### config.mk
export PLATFORM = sky130hd
export DESIGN_NAME = ansi_escape_sequence_parser_top
export DESIGN_NICKNAME = d
export VERILOG_FILES = /design/src/rtl/core/aesp_pkg.sv /design/src/rtl/core/aesp_args.sv /design/src/rtl/core/aesp_fsm.sv /design/src/rtl/core/ansi_escape_sequence_parser_top.sv
export SDC_FILE = /design/constraint.sdc
export NUM_CORES = 1
export LEC_CHECK = 0
export BUFFER_PORTS_ARGS = -buffer_cell sky130_fd_sc_hd__clkbuf_2
export CORE_MARGIN = 5
export CORE_UTILIZATION = 40
export DETAILED_ROUTE_END_ITERATION = 10
export GPL_TIMING_DRIVEN = 0
export SYNTH_ARGS = -nofsm -noshare
export SYNTH_HDL_FRONTEND = slang
export SYNTH_SLANG_ARGS = --single-unit
export TNS_END_PERCENT = 100
### constraint.sdc
create_clock -name i_clk -period 5.9 [get_ports i_clk]
set_input_delay 0.59 -clock i_clk [delete_from_list [all_inputs] [get_ports i_clk]]
set_output_delay 0.59 -clock i_clk [all_outputs]
set_load 0.01 [all_outputs]
### src/rtl/core/aesp_pkg.sv
// Shared types and constants for the ANSI escape sequence parser.
// No dependencies; every rtl/core module refers to it by scoped names.
`timescale 1ns / 1ps

package aesp_pkg;

    // Parameter slots and their width
    localparam int NUM_ARGS  = 5;
    localparam int ARG_WIDTH = 16;
    localparam int OUT_ARGS  = 5;
    localparam int ARG_OUT_W = 16;
    localparam int IDX_W     = $clog2(NUM_ARGS + 1);
    localparam int SLOT_W    = $clog2(NUM_ARGS);

    localparam logic [ARG_WIDTH-1:0] ARG_MAX = '1;

    localparam logic [7:0] CH_ESC      = 8'h1B;
    localparam logic [7:0] CH_SPACE    = 8'h20;
    localparam logic [7:0] CH_LPAREN   = 8'h28;
    localparam logic [7:0] CH_DIGIT_LO = 8'h30;
    localparam logic [7:0] CH_DIGIT_HI = 8'h39;
    localparam logic [7:0] CH_SEMI     = 8'h3B;
    localparam logic [7:0] CH_QUEST    = 8'h3F;
    localparam logic [7:0] CH_FINAL_LO = 8'h40;
    localparam logic [7:0] CH_LBRACKET = 8'h5B;
    localparam logic [7:0] CH_TILDE    = 8'h7E;

    localparam logic [ARG_WIDTH-1:0] MODE_VT52   = ARG_WIDTH'(2);
    localparam logic [ARG_WIDTH-1:0] MODE_INSERT = ARG_WIDTH'(4);
    localparam logic [ARG_WIDTH-1:0] MODE_RESET  = ARG_WIDTH'(9);

    typedef enum logic [1:0] {
        PH_READY,
        PH_ESC,
        PH_SEQ
    } t_phase;

    typedef enum logic [2:0] {
        EV_ABSORBED = 3'd0,
        EV_PRINT    = 3'd1,
        EV_CONTROL  = 3'd2,
        EV_ESCAPE   = 3'd3,
        EV_CSI      = 3'd4,
        EV_CHARSET  = 3'd5
    } t_event;

    // sequencer -> argument store
    typedef struct packed {
        logic       clear;
        logic       digit_en;
        logic       semi_en;
        logic [3:0] digit;
    } t_arg_ctrl;

    // argument store -> sequencer / result
    typedef struct packed {
        logic [NUM_ARGS-1:0][ARG_WIDTH-1:0] args;
        logic [IDX_W-1:0]                   idx;
    } t_arg_stat;

endpackage

### src/rtl/core/aesp_args.sv
// Parameter store: NUM_ARGS saturating decimal accumulators and the slot index.
// Depends on aesp_pkg.
`timescale 1ns / 1ps

module aesp_args (
    input  logic                i_clk,
    input  logic                i_rst_n,
    input  logic                i_en,
    input  aesp_pkg::t_arg_ctrl i_ctrl,
    output aesp_pkg::t_arg_stat o_stat
);

    logic [aesp_pkg::ARG_WIDTH-1:0] r_args [aesp_pkg::NUM_ARGS];
    logic [aesp_pkg::IDX_W-1:0]     r_idx;

    logic [aesp_pkg::SLOT_W-1:0]    slot;
    logic                           slot_ok;
    logic [aesp_pkg::ARG_WIDTH-1:0] cur;
    logic [aesp_pkg::ARG_WIDTH+3:0] prod;
    logic [aesp_pkg::ARG_WIDTH-1:0] n_val;

    assign slot    = r_idx[aesp_pkg::SLOT_W-1:0];
    assign slot_ok = (r_idx < aesp_pkg::IDX_W'(aesp_pkg::NUM_ARGS));
    assign cur     = r_args[slot];

    // v*10 + d as two shifts and two adds, then clamp
    always_comb begin
        prod = ({4'b0, cur} << 3) + ({4'b0, cur} << 1)
             + {{aesp_pkg::ARG_WIDTH{1'b0}}, i_ctrl.digit};
        if (prod > {4'b0, aesp_pkg::ARG_MAX}) begin
            n_val = aesp_pkg::ARG_MAX;
        end else begin
            n_val = prod[aesp_pkg::ARG_WIDTH-1:0];
        end
    end

    always_ff @(posedge i_clk) begin
        if (!i_rst_n) begin
            for (int i = 0; i < aesp_pkg::NUM_ARGS; i++) begin
                r_args[i] <= '0;
            end
            r_idx <= '0;
        end else if (i_en) begin
            if (i_ctrl.clear) begin
                for (int i = 0; i < aesp_pkg::NUM_ARGS; i++) begin
                    r_args[i] <= '0;
                end
                r_idx <= '0;
            end else begin
                if (i_ctrl.digit_en && slot_ok) begin
                    r_args[slot] <= n_val;
                end
                if (i_ctrl.semi_en && slot_ok) begin
                    r_idx <= r_idx + aesp_pkg::IDX_W'(1);
                end
            end
        end
    end

    always_comb begin
        for (int i = 0; i < aesp_pkg::NUM_ARGS; i++) begin
            o_stat.args[i] = r_args[i];
        end
        o_stat.idx = r_idx;
    end

endmodule

### src/rtl/core/aesp_fsm.sv
// Escape sequencer: phase, sequence flags, VT52 and insert modes; byte decode.
// Depends on aesp_pkg.
`timescale 1ns / 1ps

module aesp_fsm (
    input  logic                i_clk,
    input  logic                i_rst_n,
    input  logic                i_en,
    input  logic [7:0]          i_byte,
    input  aesp_pkg::t_arg_stat i_stat,
    output aesp_pkg::t_arg_ctrl o_ctrl,
    output aesp_pkg::t_event    o_event,
    output logic [7:0]          o_code,
    output logic                o_fin,
    output logic                o_private,
    output logic                o_space,
    output logic                o_vt52,
    output logic                o_insert
);

    aesp_pkg::t_phase r_phase, n_phase;
    logic r_charset, n_charset;
    logic r_quest, n_quest;
    logic r_space, n_space;
    logic r_vt52, n_vt52;
    logic r_insert, n_insert;

    logic is_digit, is_final, esc_ok;
    logic [aesp_pkg::ARG_WIDTH-1:0] p0;

    assign p0 = i_stat.args[0];

    // byte classes
    always_comb begin
        is_digit = (i_byte >= aesp_pkg::CH_DIGIT_LO) && (i_byte <= aesp_pkg::CH_DIGIT_HI);
        is_final = (i_byte >= aesp_pkg::CH_FINAL_LO) && (i_byte < aesp_pkg::CH_TILDE);
        esc_ok   = 1'b0;
        if (i_byte inside {"c", "F", "G"}) begin
            esc_ok = 1'b1;
        end else if (!r_vt52) begin
            esc_ok = i_byte inside {"7", "8", "D", "M", "E"};
        end else begin
            esc_ok = i_byte inside {"<", "A", "B", "C", "D", "H", "I", "J", "K", "Z"};
        end
    end

    // next state
    always_comb begin
        n_phase   = r_phase;
        n_charset = r_charset;
        n_quest   = r_quest;
        n_space   = r_space;
        n_vt52    = r_vt52;
        n_insert  = r_insert;
        case (r_phase)
            aesp_pkg::PH_READY: begin
                if (i_byte == aesp_pkg::CH_ESC) begin
                    n_phase = aesp_pkg::PH_ESC;
                end
            end
            aesp_pkg::PH_ESC: begin
                n_phase   = aesp_pkg::PH_READY;
                n_charset = 1'b0;
                n_quest   = 1'b0;
                n_space   = 1'b0;
                if (i_byte == aesp_pkg::CH_LBRACKET) begin
                    n_phase = aesp_pkg::PH_SEQ;
                end else if (i_byte == aesp_pkg::CH_LPAREN) begin
                    n_phase   = aesp_pkg::PH_SEQ;
                    n_charset = 1'b1;
                end else if (i_byte == "c") begin
                    n_vt52   = 1'b0;
                    n_insert = 1'b0;
                end else if (i_byte == "<" && r_vt52) begin
                    n_vt52 = 1'b0;
                end
            end
            aesp_pkg::PH_SEQ: begin
                if ((is_digit && r_charset) || is_final) begin
                    n_phase   = aesp_pkg::PH_READY;
                    n_charset = 1'b0;
                    n_quest   = 1'b0;
                    n_space   = 1'b0;
                    // mode set/reset only for CSI finals in VT100 mode
                    if (is_final && !r_charset && !r_vt52) begin
                        if (i_byte == "h") begin
                            if (r_quest) begin
                                if (p0 == aesp_pkg::MODE_RESET) begin
                                    n_vt52   = 1'b0;
                                    n_insert = 1'b0;
                                end
                            end else if (p0 == aesp_pkg::MODE_INSERT) begin
                                n_insert = 1'b1;
                            end
                        end else if (i_byte == "l") begin
                            if (r_quest) begin
                                if (p0 == aesp_pkg::MODE_VT52) begin
                                    n_vt52 = 1'b1;
                                end else if (p0 == aesp_pkg::MODE_RESET) begin
                                    n_vt52   = 1'b0;
                                    n_insert = 1'b0;
                                end
                            end else if (p0 == aesp_pkg::MODE_INSERT) begin
                                n_insert = 1'b0;
                            end
                        end
                    end
                end else if (i_byte == aesp_pkg::CH_QUEST) begin
                    n_quest = 1'b1;
                end else if (i_byte == aesp_pkg::CH_SPACE) begin
                    n_space = 1'b1;
                end
            end
            default: begin
                n_phase = aesp_pkg::PH_READY;
            end
        endcase
    end

    // outputs
    always_comb begin
        o_event        = aesp_pkg::EV_ABSORBED;
        o_code         = '0;
        o_fin          = 1'b0;
        o_ctrl.clear    = 1'b0;
        o_ctrl.digit_en = 1'b0;
        o_ctrl.semi_en  = 1'b0;
        o_ctrl.digit    = 4'(i_byte - aesp_pkg::CH_DIGIT_LO);
        case (r_phase)
            aesp_pkg::PH_READY: begin
                if (i_byte >= aesp_pkg::CH_SPACE) begin
                    o_event = aesp_pkg::EV_PRINT;
                    o_code  = i_byte;
                end else if (i_byte != aesp_pkg::CH_ESC) begin
                    o_event = aesp_pkg::EV_CONTROL;
                    o_code  = i_byte;
                end
            end
            aesp_pkg::PH_ESC: begin
                o_ctrl.clear = 1'b1;
                if (i_byte != aesp_pkg::CH_LBRACKET && i_byte != aesp_pkg::CH_LPAREN
                        && esc_ok) begin
                    o_event = aesp_pkg::EV_ESCAPE;
                    o_code  = i_byte;
                end
            end
            aesp_pkg::PH_SEQ: begin
                if ((is_digit && r_charset) || is_final) begin
                    o_event      = r_charset ? aesp_pkg::EV_CHARSET : aesp_pkg::EV_CSI;
                    o_code       = i_byte;
                    o_fin        = 1'b1;
                    o_ctrl.clear = 1'b1;
                end else if (is_digit) begin
                    o_ctrl.digit_en = 1'b1;
                end else if (i_byte == aesp_pkg::CH_SEMI) begin
                    o_ctrl.semi_en = 1'b1;
                end
            end
            default: begin
                o_ctrl.clear = 1'b1;
            end
        endcase
    end

    assign o_private = o_fin & r_quest;
    assign o_space   = o_fin & r_space;
    assign o_vt52    = n_vt52;
    assign o_insert  = n_insert;

    always_ff @(posedge i_clk) begin
        if (!i_rst_n) begin
            r_phase   <= aesp_pkg::PH_READY;
            r_charset <= 1'b0;
            r_quest   <= 1'b0;
            r_space   <= 1'b0;
            r_vt52    <= 1'b0;
            r_insert  <= 1'b0;
        end else if (i_en) begin
            r_phase   <= n_phase;
            r_charset <= n_charset;
            r_quest   <= n_quest;
            r_space   <= n_space;
            r_vt52    <= n_vt52;
            r_insert  <= n_insert;
        end
    end

endmodule

### src/rtl/core/ansi_escape_sequence_parser_top.sv
// Top level of the ANSI escape sequence parser: input register, sequencer,
// parameter store and result register. Depends on aesp_pkg, aesp_args, aesp_fsm.
//
//  channel   dir  tdata                          tuser
//  s_axis    in   [7:0] byte_in                  -
//  m_axis    out  code, args, flags (see port)   [2:0] event_res
//
// One byte per cycle sustained while results are taken; a byte's result word is
// registered from the input register into the result register, with the whole
// decode and the x10 accumulate between them.
// Synchronous active-low reset returns to the ready phase, VT100, insert off,
// all parameters zero. A stalled result holds in the result register while the
// input register still takes a byte; the input stalls only when both are full
// and the result is not taken.
`timescale 1ns / 1ps

module ansi_escape_sequence_parser_top (
    input  logic        i_clk,
    input  logic        i_rst_n,
    input  logic        s_axis_tvalid,
    output logic        s_axis_tready,
    input  logic [7:0]  s_axis_tdata,   // [7:0] byte_in
    output logic        m_axis_tvalid,
    input  logic        m_axis_tready,
    output logic [95:0] m_axis_tdata,   // code[7:0], arg_zero..arg_four [87:8],
                                        // arg_last_index[90:88], private_flag[91],
                                        // space_flag[92], vt52_active[93],
                                        // insert_active[94], zero[95]
    output logic [2:0]  m_axis_tuser    // [2:0] event_res
);

    logic        r_in_valid;
    logic [7:0]  r_in_byte;
    logic        r_out_valid;
    logic [2:0]  r_out_event;
    logic [95:0] r_out_data;
    logic        advance;

    aesp_pkg::t_arg_ctrl arg_ctrl;
    aesp_pkg::t_arg_stat arg_stat;
    aesp_pkg::t_event    ev;
    logic [7:0]          code;
    logic                fin, priv, spc, vt52, ins;

    logic [aesp_pkg::OUT_ARGS-1:0][aesp_pkg::ARG_OUT_W-1:0] arg_out;
    logic [aesp_pkg::IDX_W+2:0] idx_ext;
    logic [2:0]                 last_idx;

    assign advance       = r_in_valid && (!r_out_valid || m_axis_tready);
    assign s_axis_tready = !r_in_valid || advance;

    always_ff @(posedge i_clk) begin
        if (!i_rst_n) begin
            r_in_valid <= 1'b0;
        end else if (s_axis_tready) begin
            r_in_valid <= s_axis_tvalid;
        end
    end

    always_ff @(posedge i_clk) begin
        if (s_axis_tready && s_axis_tvalid) begin
            r_in_byte <= s_axis_tdata;
        end
    end

    aesp_fsm u_fsm (
        .i_clk     (i_clk),
        .i_rst_n   (i_rst_n),
        .i_en      (advance),
        .i_byte    (r_in_byte),
        .i_stat    (arg_stat),
        .o_ctrl    (arg_ctrl),
        .o_event   (ev),
        .o_code    (code),
        .o_fin     (fin),
        .o_private (priv),
        .o_space   (spc),
        .o_vt52    (vt52),
        .o_insert  (ins)
    );

    aesp_args u_args (
        .i_clk   (i_clk),
        .i_rst_n (i_rst_n),
        .i_en    (advance),
        .i_ctrl  (arg_ctrl),
        .o_stat  (arg_stat)
    );

    // parameters fit into the 16-bit result slots; slots past NUM_ARGS read zero
    genvar g;
    generate
        for (g = 0; g < aesp_pkg::OUT_ARGS; g++) begin : g_arg
            if (g < aesp_pkg::NUM_ARGS) begin : g_used
                logic [aesp_pkg::ARG_WIDTH+aesp_pkg::ARG_OUT_W-1:0] ext;
                assign ext        = {{aesp_pkg::ARG_OUT_W{1'b0}}, arg_stat.args[g]};
                assign arg_out[g] = fin ? ext[aesp_pkg::ARG_OUT_W-1:0] : '0;
            end else begin : g_unused
                assign arg_out[g] = '0;
            end
        end
    endgenerate

    assign idx_ext  = {3'b0, arg_stat.idx};
    assign last_idx = !fin ? 3'd0 :
                      (idx_ext > (aesp_pkg::IDX_W + 3)'(7)) ? 3'd7 : idx_ext[2:0];

    always_ff @(posedge i_clk) begin
        if (!i_rst_n) begin
            r_out_valid <= 1'b0;
        end else if (advance) begin
            r_out_valid <= 1'b1;
        end else if (m_axis_tready) begin
            r_out_valid <= 1'b0;
        end
    end

    always_ff @(posedge i_clk) begin
        if (advance) begin
            r_out_event <= ev;
            r_out_data  <= {1'b0, ins, vt52, spc, priv, last_idx,
                            arg_out[4], arg_out[3], arg_out[2], arg_out[1], arg_out[0],
                            code};
        end
    end

    assign m_axis_tvalid = r_out_valid;
    assign m_axis_tdata  = r_out_data;
    assign m_axis_tuser  = r_out_event;

    // a waiting input word is neither lost nor overwritten
    a_in_hold: assert property (@(posedge i_clk) disable iff (!i_rst_n)
        r_in_valid && !advance |=> r_in_valid && $stable(r_in_byte))
        else $error("input word dropped while stalled");

    // absorbed bytes carry no code and no parameters
    a_absorbed_clean: assert property (@(posedge i_clk) disable iff (!i_rst_n)
        r_out_valid && r_out_event == aesp_pkg::EV_ABSORBED
            |-> r_out_data[92:0] == '0)
        else $error("absorbed event with payload");

    // the semicolon count never passes the slot count
    a_idx_bound: assert property (@(posedge i_clk) disable iff (!i_rst_n)
        arg_stat.idx <= aesp_pkg::IDX_W'(aesp_pkg::NUM_ARGS))
        else $error("argument index out of range");

endmodule

==> summary by stage, run 1 <==
Status
The run finished with clean final reports.

STA
The number of endpoints failing setup at the final stage is 0. The max-slew violation total from the final report was 0. The minimum clock period after layout is about 5300 ps. Setup repair after global routing left no endpoint under its margin.

The worst slew slack as a fraction of its limit is between 30 and 40%. The final number of hold-violating endpoints came to 0. For the pin with the worst max-slew slack, the measured transition is between 900 and 1000 ps. The timing-limited maximum frequency is between 0.15 and 0.2 GHz. For the final database, setup skew stands at 17.36 ps. Adding up every negative setup slack in the final design gives 0 ps.

Of the available clock period, the critical path in the final layout requires between 90% and 100%.

Routing
After the first detailed-routing iteration, the DRC count stood at approximately 560. The number of search-and-repair iterations in the first detailed-routing pass is 5. The via count is 7712. Dividing the detail-routed via count by the number of cells gives between 5 and 6. Once detail routing completed, the nets flagged for antenna violations numbered 0.

For this run, design rule violations remaining after detail routing come to 0. After detailed routing, the average wire length per cell comes to approximately 21 um. The total routed wirelength is 29.55 mm.

Synthesis
The biggest area consumer among synthesized cells is sky130_fd_sc_hd__edfxtp_1. The Yosys warning count is 0. The share of synthesized registers carrying an async set or reset is 0%. Of the synthesized area, sequential elements account for between 60% and 70%. sky130_fd_sc_hd__edfxtp_1 is the most common cell in the netlist.

The number of flops mapped to enable cells by yosys is between 200 and 250. The number of distinct library cell variants in the gate-level netlist after synthesis is a little under 70. The main flop type after synthesis is sky130_fd_sc_hd__edfxtp_1. By area the synthesized netlist is led by sky130_fd_sc_hd__edfxtp_1, sky130_fd_sc_hd__mux4_2, sky130_fd_sc_hd__and2_1. The summed instance area of the synthesized netlist is around 12000 um^2. The post-synthesis instance total is approximately 830. The post-synthesis area per instance is around 14 um^2.

The number of synthesized register bits is around 250. Counting instances in the post-synthesis netlist gives the leading cell types as sky130_fd_sc_hd__edfxtp_1, sky130_fd_sc_hd__and2_1, sky130_fd_sc_hd__a31oi_1. The share of synthesized area in the top cell type comes to between 60 and 70%.

Layout
Once layout is complete, the utilization of the core stands at between 40 and 50%. The final design instance area without fill is roughly 14000 um^2. The number of antenna diodes in the final layout is 0. Compared with the post-synthesis result, the final layout area differs by 18.02%. The layout net count is 1071. Once layout is complete, the cells apart from fillers number between 1000 and 1500.

The post-route netlist has between 20% and 30% of its cells at a drive strength greater than 1.

Pwr
The leakage power is between 5 and 6 nW. Dividing total power by cell area gives a power density of around 290 nW/um^2. The completed layout was analyzed and its total power is ~0.0040 W. The worst-case IR drop observed on VDD is between 0.2 and 0.25 mV.

Floorplan
The die is about 180 um wide. The die covers 32790 um^2. For this configuration, the core starts out at a cell density of roughly 41%.

The die boundary height is ~180 um. The boundary pin count is 113. In this run the standard cell core region covers roughly 29000 um^2. The floorplan has between 60 and 70 rows.

Global routing
The first global-routing pass estimated between 40 and 50 mm of wire. The total overflow left after global routing is 0. The via count of the first global-routing pass came to 7778. The initial antenna violation count is 1. The pin count of the biggest net entering global routing is 80. Across every metal layer, demand over resource in global routing totals approximately 18%.

Worst setup path
The worst endpoint data arrival time is 5580 ps. The data required time of the worst path is approximately 6100 ps. The type of element capturing the critical path is a flip-flop. The critical path launch point type is a flip-flop. The kind of critical path is flip-flop to flip-flop.

The signal on the critical path passes through clkdlybuf4s15_2 > mux4_2 > mux2_2 > fa_1 > ha_1 > a21oi_1 > nand4b_1 > a21oi_1 > o21ai_0 > o2bb2ai_1 > clkbuf_2 > clkbuf_2 > nand3_1. The slowest stage of the critical path is the sky130_fd_sc_hd__mux4_2 cell. For this run, the slowest stage of the critical path takes approximately 560 ps.

The critical-path maximum fanout is 10.

Placed design
The placed cell area is between 10000 and 15000 um^2. Input and output buffers added on the ports amount to 111. Once placement completed, the tool counted placed cells totaling approximately 1400.

Detailed placement finished with a half-perimeter wire length of between 20 and 25 mm. The last weighted congestion value of the routability-driven placer is about 0.85.

Clock network
The post-CTS repair timing setup buffer count is 0. The master cell of the clock root buffer is sky130_fd_sc_hd__clkbuf_16. TritonCTS built the clock tree.

The CTS buffer count is 26. The largest buffer count on any clock path is 3. After clock tree synthesis, the clock-pin slew on the worst setup and hold paths is 60 ps. The clock insertion delay at the later pin of the skew report is roughly 530 ps.

CTS built an H-tree with a depth of 1. The clock sink count is between 200 and 250.

Min path
The type of the worst min-delay path is input pin to flip-flop.

Run
The count of max-cap constraint violations is 0.
## path summary, 6_finish.rpt
kind | from | to | slack, ps | cells past startpoint
min reg2reg | u_fsm.r_space | u_fsm.r_space | 480 | 2
max reg2reg | flip-flop | u_args.r_args[5][15] | 550 | 13
min | s_axis_tdata[7] | r_in_byte[7] | 240 | 1
max | flip-flop | u_args.r_args[5][15] | 550 | 13
## timing repair
item / 4_1_cts / 5_1_grt
endpoints found under the setup margin: 52 / 72
gates resized for setup: 4 / 9
hold buffers: 0 / 0
## per-stage QoR
step / setup slack [ps] / hold slack, ps
3_3_place_gp: -196.0 / 457.3
4_1_cts: 1.353 / 222.7
2_1_floorplan: 1329 / 431.7
5_1_grt: 175.9 / 214.7
6_report: 553.9 / 244.5
3_5_place_dp: -247.8 / 464.0
## routing by layer
metal | part of all wire (%) | global-route usage (%) | up-vias
li1 | - | - | 3573
met1 | 45 | 25.07 | 3791
met2 | 46 | 28.11 | 288
met3 | 7.2 | 3.459 | 58
met4 | 2.6 | 5.134 | 2
met5 | 0.024 | 0 | -
## critical path: cells and delay by family (launching register included)
kind / cells / cell delay [ps]
and+or+nand+nor: 2 / 450
DFF: 1 / 380
buffers and inverters: 3 / 1290
muxes: 2 / 880
AOI/OAI and AO/OA: 4 / 1220
adders and majority gates: 2 / 820
## report_power, final
part	internal, W	leakage, nW	switching, W
combinational	0.0000989	2.34	0.000222
sequential	0.00201	2.32	0.0000345
clock	0.000962	0.420	0.000647
total	0.00307	5.08	0.000903
## cell type report
class	instances	area [um^2]
inverter	16	62.56
clock buffer	32	694.4
timing repair buffer	112	583.1
buffer	57	264.0
multi-input combinational	558	4257
sequential	249	7327
tap	384	480.5
clock inverter	16	148.9
fill	2545	14960
## flip-flops by register name (all words and copies together), names as in the netlist, named ones only
| register | cells |
|---|---|
| u_fsm.r_phase | 2 |
| u_fsm.r_space | 1 |
| u_args.r_args | 128 |
| u_fsm.r_charset | 1 |
| u_fsm.r_quest | 1 |
| m_axis_tdata | 95 |
| m_axis_tvalid | 1 |
| r_in_valid | 1 |
| m_axis_tuser | 3 |
| r_in_byte | 8 |
| u_fsm.r_vt52 | 1 |
| u_fsm.r_insert | 1 |
| u_args.r_idx | 3 |
## logic make-up (layout without fill, tap and decap cells)
logic type / after synthesis / count (layout) / share of synthesized area, %
simple gates: 240 / 240 / 11.86
compound gates: 170 / 170 / 9.993
other cells: 1 / 49 / 0.03203
flops: 249 / 249 / 62.58
xor+xnor: 9 / 9 / 0.6733
mux: 51 / 51 / 7.962
buf+inv: 73 / 233 / 2.597
fa+ha+maj: 39 / 39 / 4.296
## cell usage in the layout (no fill, tap or decap), types with 3 or more instances in the layout
cell	netlist	routed
sky130_fd_sc_hd__xor2_1	6	6
sky130_fd_sc_hd__nand3b_1	3	3
sky130_fd_sc_hd__clkbuf_2	0	116
sky130_fd_sc_hd__inv_1	16	15
sky130_fd_sc_hd__o21a_1	3	3
sky130_fd_sc_hd__a22oi_1	4	4
sky130_fd_sc_hd__nor2_1	19	19
sky130_fd_sc_hd__nor3b_1	4	4
sky130_fd_sc_hd__nand4_1	5	5
sky130_fd_sc_hd__a31oi_1	68	68
sky130_fd_sc_hd__nor4b_1	4	4
sky130_fd_sc_hd__clkinv_1	0	5
sky130_fd_sc_hd__mux4_2	32	32
sky130_fd_sc_hd__dfxtp_1	15	15
sky130_fd_sc_hd__nor4_1	9	9
sky130_fd_sc_hd__o21ai_0	10	10
sky130_fd_sc_hd__conb_1	1	49
sky130_fd_sc_hd__buf_2	6	6
sky130_fd_sc_hd__a21o_1	7	7
sky130_fd_sc_hd__clkinv_2	0	8
sky130_fd_sc_hd__a21oi_1	37	37
sky130_fd_sc_hd__nand2_1	33	33
sky130_fd_sc_hd__xnor2_1	3	3
sky130_fd_sc_hd__a21boi_0	6	6
sky130_fd_sc_hd__nor3_1	9	9
sky130_fd_sc_hd__bufinv_16	0	3
sky130_fd_sc_hd__nand3_1	26	26
sky130_fd_sc_hd__or4_1	3	3
sky130_fd_sc_hd__clkbuf_16	0	27
sky130_fd_sc_hd__edfxtp_1	234	234
sky130_fd_sc_hd__mux2_2	17	17
sky130_fd_sc_hd__a211oi_1	6	6
sky130_fd_sc_hd__or3_1	4	4
sky130_fd_sc_hd__clkbuf_1	43	44
sky130_fd_sc_hd__nand2b_1	9	9
sky130_fd_sc_hd__nand4b_1	3	3
sky130_fd_sc_hd__nor2b_1	12	12
sky130_fd_sc_hd__ha_1	37	37
sky130_fd_sc_hd__and2_1	88	88
sky130_fd_sc_hd__a211o_1	4	4
No activity file was read; power rests on OpenSTA's default activity.
==> run 2: changes to the inputs <==
- CORE_UTILIZATION: 40 -> 59
- PLACE_DENSITY: default -> 0.8
==> run 2 against run 1 <==
Effect of this change: global-route usage increased by 7.2 points; non-clock buffer count unchanged; worst setup slack got worse by 260 ps; largest power group unchanged; critical endpoint is now u_args.r_args[0][13]; register-to-register slack got worse by 260 ps; wire length decreased by 4.4%; design area decreased by 1.7%; sequential power about the same; count of clock-buffer cells in the layout increased by 1; combinational power about the same.
==> summary by stage, run 2 (synthesis gave the netlist of run 1 again) <==
Status
The flow ran to the end, and the final reports show no timing, DRC or antenna violations.

Routing
The number of design rule violations left after detail routing is 0 (unchanged). The number of search-and-repair iterations in the first detailed-routing pass came to 5 (unchanged). The via count is 7974 (+3.4%).

The detail-routed via count per cell is 6.124 (+13%). The post-detailed-route wirelength per cell was 21.70 um (+4.6%). The count of routing violations after the opening detailed-route iteration is 922 (+65%). The total routed wirelength is 28.26 mm (-4.4%). The number of nets with antenna violations after detailed routing came to 0 (unchanged).

Layout
In the layout the commonest cells are sky130_fd_sc_hd__edfxtp_1, sky130_fd_sc_hd__clkbuf_2, sky130_fd_sc_hd__and2_1. The proportion of layout cells with a drive suffix above 1 is 21.70% (-0.13 points). The layout net count is 1070 (-0.093%). The register ranked first by flip-flop count is u_args.r_args. The flip-flop count of the largest register after layout is 128 (unchanged). The count of filler cells inserted in the layout was 1440 (-43%). The total inserted antenna cells is 0 (unchanged). The sequential cell area in the final layout is 7327 um^2 (unchanged). The library cell used most frequently in the layout, excluding fill and tap cells, is sky130_fd_sc_hd__edfxtp_1. Compared with the post-synthesis result, the final layout area differs by 16.02%. The non-filler instance count after layout was 1302 (-8.6%). The multi-input combinational cell area is 4257 um^2 (unchanged).

Worst setup path
The worst endpoint data arrival time is 5830 ps (+250 ps). The worst setup path is captured at a flip-flop. The delay contributed by the slowest stage of the critical path is 620 ps (+60 ps). The total buffers and inverters traversed by the critical path was 4 (+1).

For this design, the slowest cell found on the critical path is sky130_fd_sc_hd__clkbuf_1. The register-to-register setup slack is 290 ps (-260 ps). By startpoint and endpoint, the worst setup path is classified as flip-flop to flip-flop. Counting stages on the worst path, the most repeated cell is sky130_fd_sc_hd__clkbuf_1.

The data required time of the worst path was 6120 ps (-20 ps). The kind of cell with the highest combined delay along the critical path is buffers and inverters. The critical path goes through buf_2 > clkbuf_1 > mux4_2 > mux2_2 > fa_1 > ha_1 > a21oi_1 > nand4b_1 > a21oi_1 > o21ai_0 > o2bb2ai_1 > clkbuf_1 > clkbuf_1 > a31oi_1.

STA classifies the critical path startpoint as a flip-flop. The critical-path maximum fanout came to 10 (unchanged).

Global routing
The via count of the first global-routing pass came to 7739 (-0.50%). The sum of overflow across all layers after global routing came to 0 (unchanged). The pin count of the biggest net entering global routing came to 78 (-2.5%). The initial antenna violation count is 0 (-1). The aggregate global-route resource usage is 24.94% (+7.2 points). The global-route wire length before repair is 43.05 mm (-5.5%).

Clock network
TritonCTS built the clock tree. The largest buffer count on any clock path is 3 (unchanged). The CTS buffer count is 25 (-3.8%). The clock insertion delay at the later pin of the skew report is 510 ps (-20 ps).

The post-CTS repair timing setup buffer count is 0 (unchanged). The number of H-tree levels is 1 (unchanged). The clock sink count came to 249 (unchanged). The clock transition at the registers of the reported paths came to 70 ps (about the same). The master cell of the clock root buffer is sky130_fd_sc_hd__clkbuf_16.

Run
The count of max-cap constraint violations was 0 (unchanged).

STA
The final number of hold-violating endpoints is 0 (unchanged). The worst slew slack as a fraction of its limit is 33.50% (-3.2 points). The hold slack is 250.0 ps (+5.454 ps).

The aggregate negative setup slack is 0 ps (unchanged). The minimum clock period after layout is 5611 ps (+264.6 ps). The final worst-path setup slack came to 289.3 ps (-264.6 ps). The number of endpoints failing setup at the final stage is 0 (unchanged). Setup repair after global routing left no endpoint under its margin. The max-slew violation total from the final report is 0 (unchanged). The transition time at the pin with the least slew margin is 983.7 ps (+41.55 ps). The timing-limited maximum frequency is 0.1782 GHz (-4.7%). The setup skew after layout is 12.09 ps (-5.267 ps). The portion of the clock cycle consumed by the worst path in the final layout is 95.10% (+4.5 points).

Placed design
The last weighted congestion value of the routability-driven placer is 0.9199 (+8.1%). The worst slack at placement is -185.7 ps (+62.04 ps). The quantity of I/O buffers inserted on ports is 111 (unchanged). The total half-perimeter wirelength after legalization and detailed placement is 20.18 mm (-6.2%). The number of placed instances with taps included is 1257 (-8.6%).

Floorplan
The core area came to 19530 um^2 (-32%). The chip width is 150.9 um (-17%). The starting density of the core was 59.96% (+19 points). The die area was 22760 um^2 (-31%).

The die boundary height is 150.9 um (-17%). The boundary pin count came to 113 (unchanged). The placement row count is 51 (-18%).

Pwr
The maximum resistive drop on vdd is 0.2436 mV (+18%). The leakage power was 5.025 nW (-1.0%). The power density over the cells came to 282.4 nW/um^2 (-1.9%).

Min path
The startpoint identified for the worst hold timing path is s_axis_tdata[0]. In this run the worst hold path is classified as input pin to flip-flop.
-- run 2: through the flow --
stage                     power (W)  utilization (%)  area (um^2)
after floorplan            0.002280                -        11890
after global placement     0.002386            65.42        12770
after detailed placement   0.002396            65.58        12800
after CTS                  0.003838            69.54        13580
after global routing       0.003970            69.56        13580
final                      0.003836            69.56        13580
-- run 2: final timing paths --
| path | to | depth (start not counted) |
|---|---|---|
| max | u_args.r_args[0][13] | 14 |
| min reg2reg | u_fsm.r_space | 2 |
| min | r_in_byte[0] | 1 |
| max reg2reg | u_args.r_args[0][13] | 14 |
-- run 2: area by class of cell --
cell class | instances | area share, %
Buffer | 57 | 1.934
Clock buffer | 33 | 5.057
Clock inverter | 12 | 0.5343
Inverter | 16 | 0.4606
Multi-Input combinational cell | 558 | 31.34
Sequential cell | 249 | 53.94
Tap cell | 265 | 2.441
Timing Repair Buffer | 112 | 4.293
-- run 2: metal layers --
layer	track usage, %	share of wire, %
met1	34.85	40
met2	39.41	46
met3	5.805	11
met4	7.797	3.2
met5	0	0
-- run 2: repair_timing --
action | CTS | global route
cloned | 0 | 0
hold endpoints to repair | 0 | 0
endpoints found under the setup margin | 31 | 41
hold buffers | 0 | 0
resized for setup | 4 | 6
-- run 2: power breakdown --
part	total [W]	switching (W)	internal (W)
clock	0.00147	0.000644	0.000823
combinational	0.000320	0.000222	0.0000988
sequential	0.00205	0.0000358	0.00201
